### config.mk
export PLATFORM = sky130hd
export DESIGN_NAME = sample_mean_and_std_deviation_unit
export DESIGN_NICKNAME = d
export VERILOG_FILES = /design/src/sms_pkg.sv /design/src/sms_front.sv /design/src/sms_queue.sv /design/src/sms_back.sv /design/src/sample_mean_and_std_deviation_unit.sv
export SDC_FILE = /design/constraint.sdc
export NUM_CORES = 2
export LEC_CHECK = 0
export BUFFER_PORTS_ARGS = -buffer_cell sky130_fd_sc_hd__buf_2
export CAP_MARGIN = 15
export CELL_PAD_IN_SITES_DETAIL_PLACEMENT = 1
export CELL_PAD_IN_SITES_GLOBAL_PLACEMENT = 1
export CORE_MARGIN = 2
export CORE_UTILIZATION = 46
export DETAILED_ROUTE_END_ITERATION = 10
export PLACE_DENSITY_LB_ADDON = 0.1
export SETUP_SLACK_MARGIN = 0.4
export SYNTH_ARGS = -nofsm -noshare
export SYNTH_HDL_FRONTEND = slang
export SYNTH_SLANG_ARGS = --single-unit
### constraint.sdc
create_clock -name clk -period 9.5 [get_ports clk]
set_input_delay 0.475 -clock clk [delete_from_list [all_inputs] [get_ports clk]]
set_output_delay 0.475 -clock clk [all_outputs]
set_load 0.01 [all_outputs]
### src/sms_pkg.sv
`timescale 1ns / 1ps
// Package for the sample mean and standard deviation unit.
// Shared constants, result codes, engine state type and saturation helper.
package sms_pkg;

  localparam int ARITH_W   = 64;
  localparam int ITER_W    = 6;
  localparam int OUT_W     = 24;
  localparam int CNT_OUT_W = 11;
  localparam int ERR_W     = 2;
  localparam int QDEPTH    = 2;

  localparam logic [ITER_W-1:0] DIV_LAST  = ITER_W'(ARITH_W - 1);
  localparam logic [ITER_W-1:0] ROOT_LAST = ITER_W'(ARITH_W / 2 - 1);

  localparam logic [ERR_W-1:0] ERR_OK       = 2'd0;
  localparam logic [ERR_W-1:0] ERR_SINGLE   = 2'd1;
  localparam logic [ERR_W-1:0] ERR_OVERFLOW = 2'd2;

  localparam logic [OUT_W-1:0] OUT_MAX = {OUT_W{1'b1}};

  typedef enum logic [3:0] {
    S_IDLE,
    S_MEAN,
    S_MUL_DEN,
    S_MUL_NSQ,
    S_MUL_SS,
    S_DIV_Q,
    S_DIV_F,
    S_ROOT,
    S_DONE
  } back_state_t;

  function automatic logic [OUT_W-1:0] sat24(input logic [ARITH_W-1:0] v);
    logic [OUT_W-1:0] r;
    r = (v > ARITH_W'(OUT_MAX)) ? OUT_MAX : v[OUT_W-1:0];
    return r;
  endfunction

endpackage

### src/sms_front.sv
`timescale 1ns / 1ps
// Front end: takes samples, squares them, keeps count, sum and sum of squares.
// Hands a finished set to the job queue. Depends on sms_pkg.
module sms_front #(
  parameter int MAX_SAMPLES = 1024,
  parameter int SAMPLE_BITS = 16,
  parameter int CNT_W       = 11,
  parameter int SUM_W       = 27,
  parameter int SQ_W        = 43,
  parameter int LVL_W       = 2
) (
  input  logic             clk,
  input  logic             rst,
  input  logic             start,
  input  logic [15:0]      sample,
  input  logic             last_sample,
  input  logic [LVL_W-1:0] q_level,
  output logic             busy,
  output logic             push,
  output logic [CNT_W-1:0] job_n,
  output logic [SUM_W-1:0] job_sum,
  output logic [SQ_W-1:0]  job_sq,
  output logic             job_ovf
);

  localparam int SQP_W = 2 * SAMPLE_BITS;

  logic                   accept;
  logic [SAMPLE_BITS-1:0] s_in;
  logic [SQP_W-1:0]       s_ext;
  logic                   s1_v;
  logic                   s1_last;
  logic [SAMPLE_BITS-1:0] s1_s;
  logic [SQP_W-1:0]       s1_sq;

  logic [CNT_W-1:0] running_count, running_count_next;
  logic [SUM_W-1:0] running_sum, running_sum_next;
  logic [SQ_W-1:0]  running_square_sum, running_square_sum_next;
  logic             overflow_seen, overflow_seen_next;
  logic [LVL_W:0]   occupancy;

  assign occupancy = {1'b0, q_level} + (LVL_W + 1)'(push);
  assign busy      = occupancy >= (LVL_W + 1)'(sms_pkg::QDEPTH);
  assign accept    = start & ~busy;
  assign s_in      = SAMPLE_BITS'(sample);
  assign s_ext     = SQP_W'(s_in);

  always_ff @(posedge clk) begin
    if (rst) begin
      s1_v               <= 1'b0;
      running_count      <= '0;
      running_sum        <= '0;
      running_square_sum <= '0;
      overflow_seen      <= 1'b0;
    end else begin
      s1_v               <= accept;
      running_count      <= running_count_next;
      running_sum        <= running_sum_next;
      running_square_sum <= running_square_sum_next;
      overflow_seen      <= overflow_seen_next;
    end
    if (accept) begin
      s1_s    <= s_in;
      s1_sq   <= s_ext * s_ext;
      s1_last <= last_sample;
    end
  end

  always_comb begin
    job_n   = running_count;
    job_sum = running_sum;
    job_sq  = running_square_sum;
    job_ovf = overflow_seen;
    push    = 1'b0;
    if (s1_v) begin
      if (running_count == CNT_W'(MAX_SAMPLES)) begin
        job_ovf = 1'b1;
      end else begin
        job_n   = running_count + CNT_W'(1);
        job_sum = running_sum + SUM_W'(s1_s);
        job_sq  = running_square_sum + SQ_W'(s1_sq);
      end
      push = s1_last;
    end
    if (push) begin
      running_count_next      = '0;
      running_sum_next        = '0;
      running_square_sum_next = '0;
      overflow_seen_next      = 1'b0;
    end else begin
      running_count_next      = job_n;
      running_sum_next        = job_sum;
      running_square_sum_next = job_sq;
      overflow_seen_next      = job_ovf;
    end
  end

endmodule

### src/sms_queue.sv
`timescale 1ns / 1ps
// Small job queue between the accumulating front end and the compute engine.
// Register storage, one read port. Depends on nothing.
module sms_queue #(
  parameter int WIDTH = 82,
  parameter int DEPTH = 2
) (
  input  logic                     clk,
  input  logic                     rst,
  input  logic                     push,
  input  logic [WIDTH-1:0]         push_data,
  input  logic                     pop,
  output logic [WIDTH-1:0]         pop_data,
  output logic [$clog2(DEPTH+1)-1:0] level
);

  localparam int PTR_W = (DEPTH > 1) ? $clog2(DEPTH) : 1;
  localparam int LVL_W = $clog2(DEPTH + 1);

  logic [WIDTH-1:0] mem [DEPTH];
  logic [PTR_W-1:0] wr_ptr;
  logic [PTR_W-1:0] rd_ptr;

  assign pop_data = mem[rd_ptr];

  always_ff @(posedge clk) begin
    if (rst) begin
      wr_ptr <= '0;
      rd_ptr <= '0;
      level  <= '0;
    end else begin
      if (push) begin
        wr_ptr <= (wr_ptr == PTR_W'(DEPTH - 1)) ? '0 : wr_ptr + PTR_W'(1);
      end
      if (pop) begin
        rd_ptr <= (rd_ptr == PTR_W'(DEPTH - 1)) ? '0 : rd_ptr + PTR_W'(1);
      end
      level <= level + LVL_W'(push) - LVL_W'(pop);
    end
    if (push) begin
      mem[wr_ptr] <= push_data;
    end
  end

endmodule

### src/sms_back.sv
`timescale 1ns / 1ps
// Compute engine: shift-add multiplier, restoring divider and digit-by-digit
// square root sharing one set of 64-bit registers. Depends on sms_pkg.
module sms_back #(
  parameter int FRAC_BITS = 8,
  parameter int CNT_W     = 11,
  parameter int SUM_W     = 27,
  parameter int SQ_W      = 43
) (
  input  logic                                clk,
  input  logic                                rst,
  input  logic                                job_valid,
  input  logic [CNT_W-1:0]                    job_n,
  input  logic [SUM_W-1:0]                    job_sum,
  input  logic [SQ_W-1:0]                     job_sq,
  input  logic                                job_ovf,
  output logic                                pop,
  output logic                                done,
  output logic [sms_pkg::OUT_W-1:0]           mean_value,
  output logic [sms_pkg::OUT_W-1:0]           std_deviation,
  output logic [sms_pkg::CNT_OUT_W-1:0]       sample_count,
  output logic [sms_pkg::ERR_W-1:0]           stat_error
);

  localparam int AW    = sms_pkg::ARITH_W;
  localparam int DEN_W = 2 * CNT_W;
  localparam int ITW   = sms_pkg::ITER_W;

  sms_pkg::back_state_t state, state_next;

  logic [CNT_W-1:0]          n_r;
  logic [SUM_W-1:0]          sum_r;
  logic [SQ_W-1:0]           sq_r;
  logic                      ovf_r;
  logic [AW-1:0]             acc, opa, opb, prod, dvd;
  logic [DEN_W-1:0]          rem, dsr;
  logic [sms_pkg::ITER_W-1:0] cnt;

  logic [DEN_W:0]   rem_sh;
  logic             div_ge;
  logic [DEN_W-1:0] rem_new;
  logic [AW-1:0]    dvd_new;
  logic [AW-1:0]    mul_acc;
  logic [AW-1:0]    root_t;
  logic             root_ge;
  logic [AW-1:0]    root_new;
  logic [AW-1:0]    n_ext;

  assign rem_sh   = {rem, dvd[AW-1]};
  assign div_ge   = rem_sh >= {1'b0, dsr};
  assign rem_new  = div_ge ? DEN_W'(rem_sh - {1'b0, dsr}) : rem_sh[DEN_W-1:0];
  assign dvd_new  = {dvd[AW-2:0], div_ge};
  assign mul_acc  = opb[0] ? acc + opa : acc;
  assign root_t   = acc + opa;
  assign root_ge  = dvd >= root_t;
  assign root_new = root_ge ? (acc >> 1) + opa : acc >> 1;
  assign n_ext    = AW'(n_r);

  always_ff @(posedge clk) begin
    if (rst) begin
      state <= sms_pkg::S_IDLE;
    end else begin
      state <= state_next;
    end
  end

  always_comb begin
    state_next = state;
    pop        = 1'b0;
    done       = 1'b0;
    case (state)
      sms_pkg::S_IDLE: begin
        if (job_valid) begin
          pop        = 1'b1;
          state_next = sms_pkg::S_MEAN;
        end
      end
      sms_pkg::S_MEAN: begin
        if (cnt == sms_pkg::DIV_LAST) begin
          state_next = (n_r < CNT_W'(2)) ? sms_pkg::S_DONE : sms_pkg::S_MUL_DEN;
        end
      end
      sms_pkg::S_MUL_DEN: begin
        if (opb == '0) state_next = sms_pkg::S_MUL_NSQ;
      end
      sms_pkg::S_MUL_NSQ: begin
        if (opb == '0) state_next = sms_pkg::S_MUL_SS;
      end
      sms_pkg::S_MUL_SS: begin
        if (opb == '0) state_next = sms_pkg::S_DIV_Q;
      end
      sms_pkg::S_DIV_Q: begin
        if (cnt == sms_pkg::DIV_LAST) state_next = sms_pkg::S_DIV_F;
      end
      sms_pkg::S_DIV_F: begin
        if (cnt == sms_pkg::DIV_LAST) state_next = sms_pkg::S_ROOT;
      end
      sms_pkg::S_ROOT: begin
        if (cnt == sms_pkg::ROOT_LAST) state_next = sms_pkg::S_DONE;
      end
      sms_pkg::S_DONE: begin
        done       = 1'b1;
        state_next = sms_pkg::S_IDLE;
      end
      default: state_next = sms_pkg::S_IDLE;
    endcase
  end

  always_ff @(posedge clk) begin
    case (state)
      sms_pkg::S_IDLE: begin
        if (job_valid) begin
          n_r   <= job_n;
          sum_r <= job_sum;
          sq_r  <= job_sq;
          ovf_r <= job_ovf;
          dvd   <= AW'(job_sum) << FRAC_BITS;
          dsr   <= DEN_W'(job_n);
          rem   <= '0;
          cnt   <= '0;
        end
      end
      sms_pkg::S_MEAN: begin
        dvd <= dvd_new;
        rem <= rem_new;
        cnt <= cnt + ITW'(1);
        if (cnt == sms_pkg::DIV_LAST) begin
          mean_value   <= sms_pkg::sat24(dvd_new);
          sample_count <= n_ext[sms_pkg::CNT_OUT_W-1:0];
          acc          <= '0;
          opa          <= n_ext;
          opb          <= AW'(n_r - CNT_W'(1));
          if (n_r < CNT_W'(2)) begin
            std_deviation <= '0;
            stat_error    <= ovf_r ? sms_pkg::ERR_OVERFLOW : sms_pkg::ERR_SINGLE;
          end else begin
            stat_error    <= ovf_r ? sms_pkg::ERR_OVERFLOW : sms_pkg::ERR_OK;
          end
        end
      end
      sms_pkg::S_MUL_DEN: begin
        if (opb == '0) begin
          dsr <= acc[DEN_W-1:0];
          acc <= '0;
          opa <= AW'(sq_r);
          opb <= n_ext;
        end else begin
          acc <= mul_acc;
          opa <= opa << 1;
          opb <= opb >> 1;
        end
      end
      sms_pkg::S_MUL_NSQ: begin
        if (opb == '0) begin
          prod <= acc;
          acc  <= '0;
          opa  <= AW'(sum_r);
          opb  <= AW'(sum_r);
        end else begin
          acc <= mul_acc;
          opa <= opa << 1;
          opb <= opb >> 1;
        end
      end
      sms_pkg::S_MUL_SS: begin
        if (opb == '0) begin
          dvd <= prod - acc;
          rem <= '0;
          cnt <= '0;
        end else begin
          acc <= mul_acc;
          opa <= opa << 1;
          opb <= opb >> 1;
        end
      end
      sms_pkg::S_DIV_Q: begin
        dvd <= dvd_new;
        rem <= rem_new;
        cnt <= cnt + ITW'(1);
        if (cnt == sms_pkg::DIV_LAST) begin
          prod <= dvd_new;
          dvd  <= AW'(rem_new) << (2 * FRAC_BITS);
          rem  <= '0;
        end
      end
      sms_pkg::S_DIV_F: begin
        dvd <= dvd_new;
        rem <= rem_new;
        cnt <= cnt + ITW'(1);
        if (cnt == sms_pkg::DIV_LAST) begin
          dvd <= (prod << (2 * FRAC_BITS)) + dvd_new;
          acc <= '0;
          opa <= AW'(1) << (AW - 2);
        end
      end
      sms_pkg::S_ROOT: begin
        if (root_ge) dvd <= dvd - root_t;
        acc <= root_new;
        opa <= opa >> 2;
        cnt <= cnt + ITW'(1);
        if (cnt == sms_pkg::ROOT_LAST) begin
          std_deviation <= sms_pkg::sat24(root_new);
        end
      end
      default: ;
    endcase
  end

endmodule

### src/sample_mean_and_std_deviation_unit.sv
`timescale 1ns / 1ps
// Top level of the sample mean and standard deviation unit.
// Uses sms_pkg, sms_front, sms_queue and sms_back.
//
//  channel  | handshake           | payload
//  ---------+---------------------+---------------------------------------------
//  samples  | start / busy        | sample, last_sample
//  results  | done (1-cycle)      | mean_value, std_deviation, sample_count,
//           |                     | stat_error
//
// Samples are taken one per clock while busy is low. The closing sample of a
// set reaches the two-entry job queue in the cycle after it is taken; busy rises
// while the queue plus that pending job would be full. The engine computes one
// multiplier bit, one quotient bit or one root digit per cycle.
// Reset (rst, synchronous) clears the accumulators, queue and engine; the
// receiver cannot stall, so done lasts one cycle.
module sample_mean_and_std_deviation_unit #(
  parameter int MAX_SAMPLES = 1024,
  parameter int SAMPLE_BITS = 16,
  parameter int FRAC_BITS   = 8
) (
  input  logic                          clk,
  input  logic                          rst,
  input  logic                          start,
  output logic                          busy,
  input  logic [15:0]                   sample,
  input  logic                          last_sample,
  output logic                          done,
  output logic [sms_pkg::OUT_W-1:0]     mean_value,
  output logic [sms_pkg::OUT_W-1:0]     std_deviation,
  output logic [sms_pkg::CNT_OUT_W-1:0] sample_count,
  output logic [sms_pkg::ERR_W-1:0]     stat_error
);

  localparam int CNT_W   = $clog2(MAX_SAMPLES + 1);
  localparam int SUM_RAW = SAMPLE_BITS + CNT_W;
  localparam int SQ_RAW  = 2 * SAMPLE_BITS + CNT_W;
  localparam int SUM_W   = (SUM_RAW > sms_pkg::ARITH_W) ? sms_pkg::ARITH_W : SUM_RAW;
  localparam int SQ_W    = (SQ_RAW > sms_pkg::ARITH_W) ? sms_pkg::ARITH_W : SQ_RAW;
  localparam int JOB_W   = CNT_W + SUM_W + SQ_W + 1;
  localparam int LVL_W   = $clog2(sms_pkg::QDEPTH + 1);

  logic             q_push;
  logic             q_pop;
  logic [LVL_W-1:0] q_level;
  logic [JOB_W-1:0] q_in;
  logic [JOB_W-1:0] q_out;
  logic [CNT_W-1:0] f_n, b_n;
  logic [SUM_W-1:0] f_sum, b_sum;
  logic [SQ_W-1:0]  f_sq, b_sq;
  logic             f_ovf, b_ovf;

  sms_front #(
    .MAX_SAMPLES(MAX_SAMPLES),
    .SAMPLE_BITS(SAMPLE_BITS),
    .CNT_W      (CNT_W),
    .SUM_W      (SUM_W),
    .SQ_W       (SQ_W),
    .LVL_W      (LVL_W)
  ) u_front (
    .clk        (clk),
    .rst        (rst),
    .start      (start),
    .sample     (sample),
    .last_sample(last_sample),
    .q_level    (q_level),
    .busy       (busy),
    .push       (q_push),
    .job_n      (f_n),
    .job_sum    (f_sum),
    .job_sq     (f_sq),
    .job_ovf    (f_ovf)
  );

  assign q_in = {f_n, f_sum, f_sq, f_ovf};

  sms_queue #(
    .WIDTH(JOB_W),
    .DEPTH(sms_pkg::QDEPTH)
  ) u_queue (
    .clk      (clk),
    .rst      (rst),
    .push     (q_push),
    .push_data(q_in),
    .pop      (q_pop),
    .pop_data (q_out),
    .level    (q_level)
  );

  assign {b_n, b_sum, b_sq, b_ovf} = q_out;

  sms_back #(
    .FRAC_BITS(FRAC_BITS),
    .CNT_W    (CNT_W),
    .SUM_W    (SUM_W),
    .SQ_W     (SQ_W)
  ) u_back (
    .clk          (clk),
    .rst          (rst),
    .job_valid    (q_level != '0),
    .job_n        (b_n),
    .job_sum      (b_sum),
    .job_sq       (b_sq),
    .job_ovf      (b_ovf),
    .pop          (q_pop),
    .done         (done),
    .mean_value   (mean_value),
    .std_deviation(std_deviation),
    .sample_count (sample_count),
    .stat_error   (stat_error)
  );

`ifndef SYNTHESIS
  a_done_single: assert property (@(posedge clk) disable iff (rst)
    done |=> !done)
    else $error("result strobe held longer than one cycle");

  a_no_push_full: assert property (@(posedge clk) disable iff (rst)
    q_push |-> (q_level != LVL_W'(sms_pkg::QDEPTH)))
    else $error("job pushed into a full queue");

  a_single_zero_dev: assert property (@(posedge clk) disable iff (rst)
    (done && stat_error == sms_pkg::ERR_SINGLE) |-> (std_deviation == '0))
    else $error("single-sample set with nonzero deviation");
`endif

endmodule

* After elaboration in Yosys (flattened, before gate mapping)
Memory sizes are Yosys's and may differ from the RTL's. A register that Yosys moved wholly into a read port is not among the register bits.
Index checks and enable logic that the tools add are counted.
W data, S select, Z words.
** Storage, ports and cells
- Bits in writable memories :: 164
- Latch bits :: 0
- ROM bits :: 0
- Memories :: 1
- Flip-flop bits (word level) :: 653
- Bits of input ports :: 20
** Cells by class
- Reduce and logical (&&, ||, !) cells :: 28
- Muxes and demuxes :: 73
- Divide/modulo/power cells :: 0
- Bitwise operators :: 2
- $add $sub $neg :: 16
- Equal/unequal tests :: 23
- Order comparisons :: 6
- Shift-type cells :: 0
- Multipliers :: 1
** Memories
- u_queue.mem :: words 2, width 82, rd ports 1, clocked after memory_dff 1, write ports 1, RTL line sms_queue.sv:20 : logic [WIDTH-1:0] mem [DEPTH];
** Operator list (number)
- $mux W64 :: 19
- $pmux W64 S6 :: 2
- $pmux W64 S4 :: 2
- $mux W22 :: 6
- $add A64 B64 Y64 :: 2
- $gt A64 B24 Y1 const B :: 2
- $pmux W64 S2 :: 1
- $sub A64 B64 Y64 :: 2
- $mux W63 :: 2
- $mux W24 :: 4
- $pmux W22 S4 :: 1
- $mux W43 :: 2
- $add A63 B64 Y64 :: 1
- $ge A64 B64 Y1 :: 1
- $logic_not A64 Y1 :: 1
- $mux W27 :: 2
- $pmux W24 S2 :: 1
- $pmux W22 S2 :: 1
- $add A43 B32 Y43 :: 1
- $mux W4 :: 9
- $mul A16 B16 Y32 :: 1
- $pmux W4 S8 :: 1
- $add A27 B16 Y27 :: 1
- $ge A23 B22 Y1 :: 1
- 37 further kinds :: 83

* Logic depth before layout (Yosys ltp)
- Word-level depth :: 7
- Gate-level depth with buffers :: 30

* Modules after synthesis
From an unflattened synthesis, not the netlist that was laid out.
** Second synthesis, totals
- Cell total of the unflattened synthesis :: 6675
- Area total of the unflattened synthesis :: 63877.5 µm²
** By module, submodules not included
- sms_back :: times used 1, cells each 4750, area each 42678.4 µm²
- sms_front :: times used 1, cells each 1650, area each 14666.6 µm²
- sms_queue :: times used 1, cells each 274, area each 6526.3 µm²
- sample_mean_and_std_deviation_unit :: times used 1, cells each 1, area each 6.3 µm²

* Worst setup path before layout
No wires, ideal clock.
- Path kind :: register to register
- From :: register u_back.acc[0]
- To :: register u_back.dvd[0], enable pin
- Arrival time :: 9783 ps
- Slack :: -866 ps
- Stages on the path, launching flop included :: 28
- Data required time :: 8917 ps
- Path buffers :: 5
- Period minus slack after synthesis :: 10366 ps
- Cells stage by stage :: edfxtp_1 -> ha_1 -> inv_1 -> fa_1 -> nor2b_1 -> o2111ai_1 -> a21bo_2 -> a211oi_1 -> o2111ai_1 -> a211oi_1 -> o41ai_1 -> nand3_1 -> and3_1 -> o41ai_1 -> xor2_1 -> ha_1 -> clkbuf_1 -> nand4_1 -> nor2_1 -> and2_1 -> nand4_1 -> a211oi_2 -> nor2_1 -> buf_6 -> clkbuf_8 -> clkbuf_1 -> buf_1 -> a21boi_0
** Between the ends
- Cells in the longest elaborated chain, start to end :: 4
** RTL lines
- start: declaration :: RTL line sms_back.sv:35 : logic [AW-1:0] acc, opa, opb, prod, dvd;
- start signal: assignment :: RTL line sms_back.sv:148 : acc <= mul_acc;
- start signal: assignment :: RTL line sms_back.sv:160 : acc <= mul_acc;
- start signal: assignment :: RTL line sms_back.sv:171 : acc <= mul_acc;
- $add A64 B64 Y64 :: RTL line sms_back.sv:54 : assign root_t = acc + opa;
- $ge A64 B64 Y1 :: RTL line sms_back.sv:55 : assign root_ge = dvd >= root_t;
- $ne A2 B1 Y1 (no line)
- $reduce_and A4 Y1 (no line)
- end signal: assignment :: RTL line sms_back.sv:117 : dvd <= AW'(job_sum) << FRAC_BITS;
- end signal: assignment :: RTL line sms_back.sv:124 : dvd <= dvd_new;
- end signal: assignment :: RTL line sms_back.sv:167 : dvd <= prod - acc;
- end: declaration :: RTL line sms_back.sv:35
Every way passes these cells.
A chain may end at the register's enable or synchronous reset.

* Final worst setup path
- From :: register u_back.acc[0]
- To :: register u_back.std_deviation[4] (netlist name) (data pin)
** Between the ends
- Cells in the longest elaborated chain, start to end :: 7
** RTL lines
- $add A64 B64 Y64 * :: RTL line sms_back.sv:54
- $ge A64 B64 Y1 * :: RTL line sms_back.sv:55
- $mux W64 * :: RTL line sms_back.sv:56 : assign root_new = root_ge ? (acc >> 1) + opa : acc >> 1;
- $gt A64 B24 Y1 :: RTL line sms_pkg.sv:36 : r = (v > ARITH_W'(OUT_MAX)) ? OUT_MAX : v[OUT_W-1:0];
- $mux W24 * :: RTL line sms_pkg.sv:36
- $mux W24 * :: RTL line sms_back.sv:201 : if (cnt == sms_pkg::ROOT_LAST) begin
- $pmux W24 S2 * :: RTL line sms_back.sv:110 : case (state)
- end signal: assignment :: RTL line sms_back.sv:202 : std_deviation <= sms_pkg::sat24(root_new);
- end: declaration :: RTL line sms_back.sv:20 : output logic [sms_pkg::OUT_W-1:0] std_deviation,
Mark *: on every way between the ends. The rest lies on a longest branch, timed or not. The select of a mux whose other input is x is not followed.

==> summary.txt <==
Die
  • Ports: between 80 and 90
  • Die X-Extent: ~370 µm
  • Row count: between 100 and 150
  • Initial Util: 46.41%
  • Die footprint: around 140,000 µm²
  • Die Height: around 370 µm
  • Core box area: around 140,000 µm²

STA
  • Pins over their slew limit: 0
  • Max Fclk: 123.5 MHz
  • RSZ-0062 raised after global routing: false
  • Final Cycle Share: between 80% and 90%
  • Min Tclk post-route: around 8100 ps
  • Fin Setup TNS: 0 ps
  • Rel. slew slack: 26.85%
  • Fin. Hold Viols: 0
  • Clock Skew: 91.95 ps
  • Final setup viols: 0
  • Worst slew pin tran: between 1000 and 1500 ps

Synthesis
  • Synth warnings: 0
  • Synth top area share: roughly a third
  • Async SR Flop Fraction: 0%
  • Post-synthesis register bit count: between 800 and 900
  • Biggest area consumer among synthesized cells: edfxtp_1
  • Seq/Total Area, Yosys: between 30% and 40%
  • Post-Synthesis Cells: about 6.6k
  • Number of flops mapped to enable cells by yosys: approximately 720
  • Post-synth top flop: edfxtp_1
  • Area contributors post-synth: edfxtp_1 35%, ha_1 9.4%, fa_1 5.5%
  • Syn_area_per_cell: about 9.5 µm²
  • Synth cell types: between 100 and 150
  • Cell Area, Synth: between 60,000 and 70,000 µm²
  • Synth Net Count: 7,299

Setup path
  • Max stage delay on crit path: ~640 ps
  • Crit Path Max Fanout: 28
  • Crit Reg-Reg Endpoint: u_back.std_deviation[4]
  • Startpoint types: flop
  • Critical Path Sink Type: flop
  • CP startpoint: u_back.acc[0]
  • Reg2reg start: u_back.acc[0]
  • Critical path start-end classification: flop to flop
  • Worst EP required: ~10000 ps
  • Worst EP arrival: around 8600 ps
  • R2R Setup Slk: around 1400 ps
  • R2R cell count: 27
  • Critical Path Slowest Stage Cell: a211oi_1

GRT
  • GRT Total Usage: around 30%
  • Vias in the first global route: around 53k
  • Global-route wire length before repair: around 330,000 µm
  • Met3 Resource Use GR: roughly 3.3%
  • Routing usage on met2: approximately 50%
  • Grt peak-use layer: met2
  • Largest net degree at the start of global routing: a little under 90
  • Initial antenna violation count: 11
  • Met1 GRT Util: a little over two fifths
  • Total gr overflow: 0

Final layout
  • Final Net Count: roughly 7.2k
  • Most common cell after layout, fill and taps aside: edfxtp_1
  • Layout area overhead: 8.437%
  • Fillers: around 15k
  • Commonest non-fill, non-tap cells in the layout: 724 x edfxtp_1, 685 x nand2_1, 561 x a21oi_1
  • Share of cells above drive strength 1: under 10%

Clock network
  • Clk pin slew, worst setup/hold paths: ~60 ps
  • Clk_lat worst skew: 770 ps
  • Post_cts resized: 0
  • CTS Sinks: approximately 800
  • Root Buffer: clkbuf_16
  • Clock buffer depth: 3
  • Num CTS Buffers: 95
  • CTS Hold Buffers Added: 1
  • Setup Fix Bufs, Post-CTS: 0
  • CTS H-Tree Depth: 3
  • CTS tree: yes

Drt
  • Avg WL per Cell: approximately 26 µm
  • Post-DRT Antenna Nets: 0
  • Routed Wire Length: between 200,000 and 250,000 µm
  • Via Count: approximately 52k
  • Via density: between 6 and 7
  • Residual DRC count: 0
  • Initial DRT Pass Iterations: 6
  • Number of DRC markers in iteration 0: around 4k

Placement
  • Detail Placement HPWL: approximately 170,000 µm
  • Port bufs: roughly 80
  • RD Place Congestion: between 0.9 and 1

Status
  • Status: completed

Min path
  • Hold path startpoint: sample[7]
  • Hold Path Sink: u_front.s1_s[7]
  • Hold path depth: 1
  • Hold crit path type: input port to flop

Flow run
  • Total of max-cap violations: 0
## flip-flops by register name (all words and copies together), names as in the netlist, 15 cells and up, named ones only
register                    count
u_back.acc                     64
u_back.dsr                     22
u_back.dvd                     64
u_back.mean_value              24
u_back.opa                     64
u_back.opb                     64
u_back.prod                    64
u_back.rem                     22
u_back.sq_r                    43
u_back.std_deviation           24
u_back.sum_r                   27
u_front.running_square_sum     43
u_front.running_sum            27
u_front.s1_s                   15
u_front.s1_sq                  31
u_queue.mem                   164
## how the worst max path moves through the flow
stage,endpoint,cells after the start,slack [ps]
3_3_place_gp,u_back.std_deviation[1],27,1860
6_report,u_back.std_deviation[4],27,1400
4_1_cts,u_back.std_deviation[11],27,1590
5_1_grt,u_back.std_deviation[11],27,960
3_5_place_dp,u_back.std_deviation[4],27,1650
2_1_floorplan,u_back.dvd[0],27,820
## synthesized netlist by cell type (37+ instances only)
cell / n
inv_1: 466
nand2b_1: 77
nand2_1: 687
nor2_1: 426
a211oi_1: 46
nor3_1: 96
nand3_1: 82
edfxtp_1: 724
ha_1: 475
clkbuf_1: 244
xor2_1: 152
dfxtp_1: 92
and3_1: 52
and2_1: 134
nand4_1: 93
mux2i_1: 66
nor2b_1: 69
o21ai_0: 421
a22o_1: 37
nor4_1: 68
o21a_1: 68
a221oi_1: 44
o211ai_1: 41
a21o_1: 190
xnor2_1: 236
a21oi_1: 563
fa_1: 172
a31oi_1: 69
mux2_2: 109
o21bai_1: 76
## through the flow
stage | cells | util (%) | setup WS (ps) | hold slack [ps] | instance area (µm²)
finish | 8438 | 50.33 | 1402 | 140.4 | 68260
CTS | 8433 | 50.31 | 1592 | 83.91 | 68240
global route | 8434 | 50.32 | 959.2 | 120.4 | 68250
detailed placement | 8258 | 47.88 | 1648 | 487.6 | 64940
global placement | 8258 | 47.88 | 1859 | 462.7 | 64940
floorplan | 6632 | - | 818.7 | 424.4 | 62950
## cell type report
type	instances	area, µm²	share of cell area (%)
Multi-Input combinational cell	5052	36490	53.46
Sequential cell	816	23590	34.55
Clock buffer	117	2490	3.647
Tap cell	1781	2228	3.264
Inverter	466	1749	2.562
Timing Repair Buffer	145	905.9	1.327
Clock inverter	57	800.8	1.173
Antenna cell	4	10.01	0.01466
## cell families (layout without fill, tap and decap cells)
| group | count (synthesis) | count (layout) | synth area share [%] |
|---|---|---|---|
| AO/OA/AOI/OAI | 1907 | 1907 | 19.60 |
| adder cells (fa/ha/maj) | 647 | 647 | 14.91 |
| AND/OR/NAND/NOR | 1935 | 1935 | 14.76 |
| buffers and inverters | 764 | 785 | 4.869 |
| flip-flops | 816 | 816 | 37.46 |
| XOR/XNOR | 388 | 388 | 5.398 |
| multiplexers | 175 | 175 | 2.999 |
| other | 0 | 4 | 0 |
## routing by layer
| metal | vias to the layer above | part of all wire (%) | routed length [µm] |
|---|---|---|---|
| met1 | 26378 | 45 | 98890 |
| met2 | 1512 | 46 | 101300 |
| li1 | 24117 | - | - |
| met4 | 4 | 3.1 | 6892 |
| met5 | - | 0.012 | 27 |
| met3 | 293 | 5.7 | 12620 |
## critical path: cells and delay by family (launching register included)
| family | cells | cell delay, ps |
|---|---|---|
| buffers and inverters | 3 | 650 |
| flip-flops | 1 | 470 |
| AND/OR/NAND/NOR | 9 | 2100 |
| XOR/XNOR | 1 | 280 |
| adder cells (fa/ha/maj) | 3 | 1060 |
| AO/OA/AOI/OAI | 11 | 3200 |
Power is not shown: default switching activity piles up to over one toggle a cycle in this logic, so the estimate is an artifact.
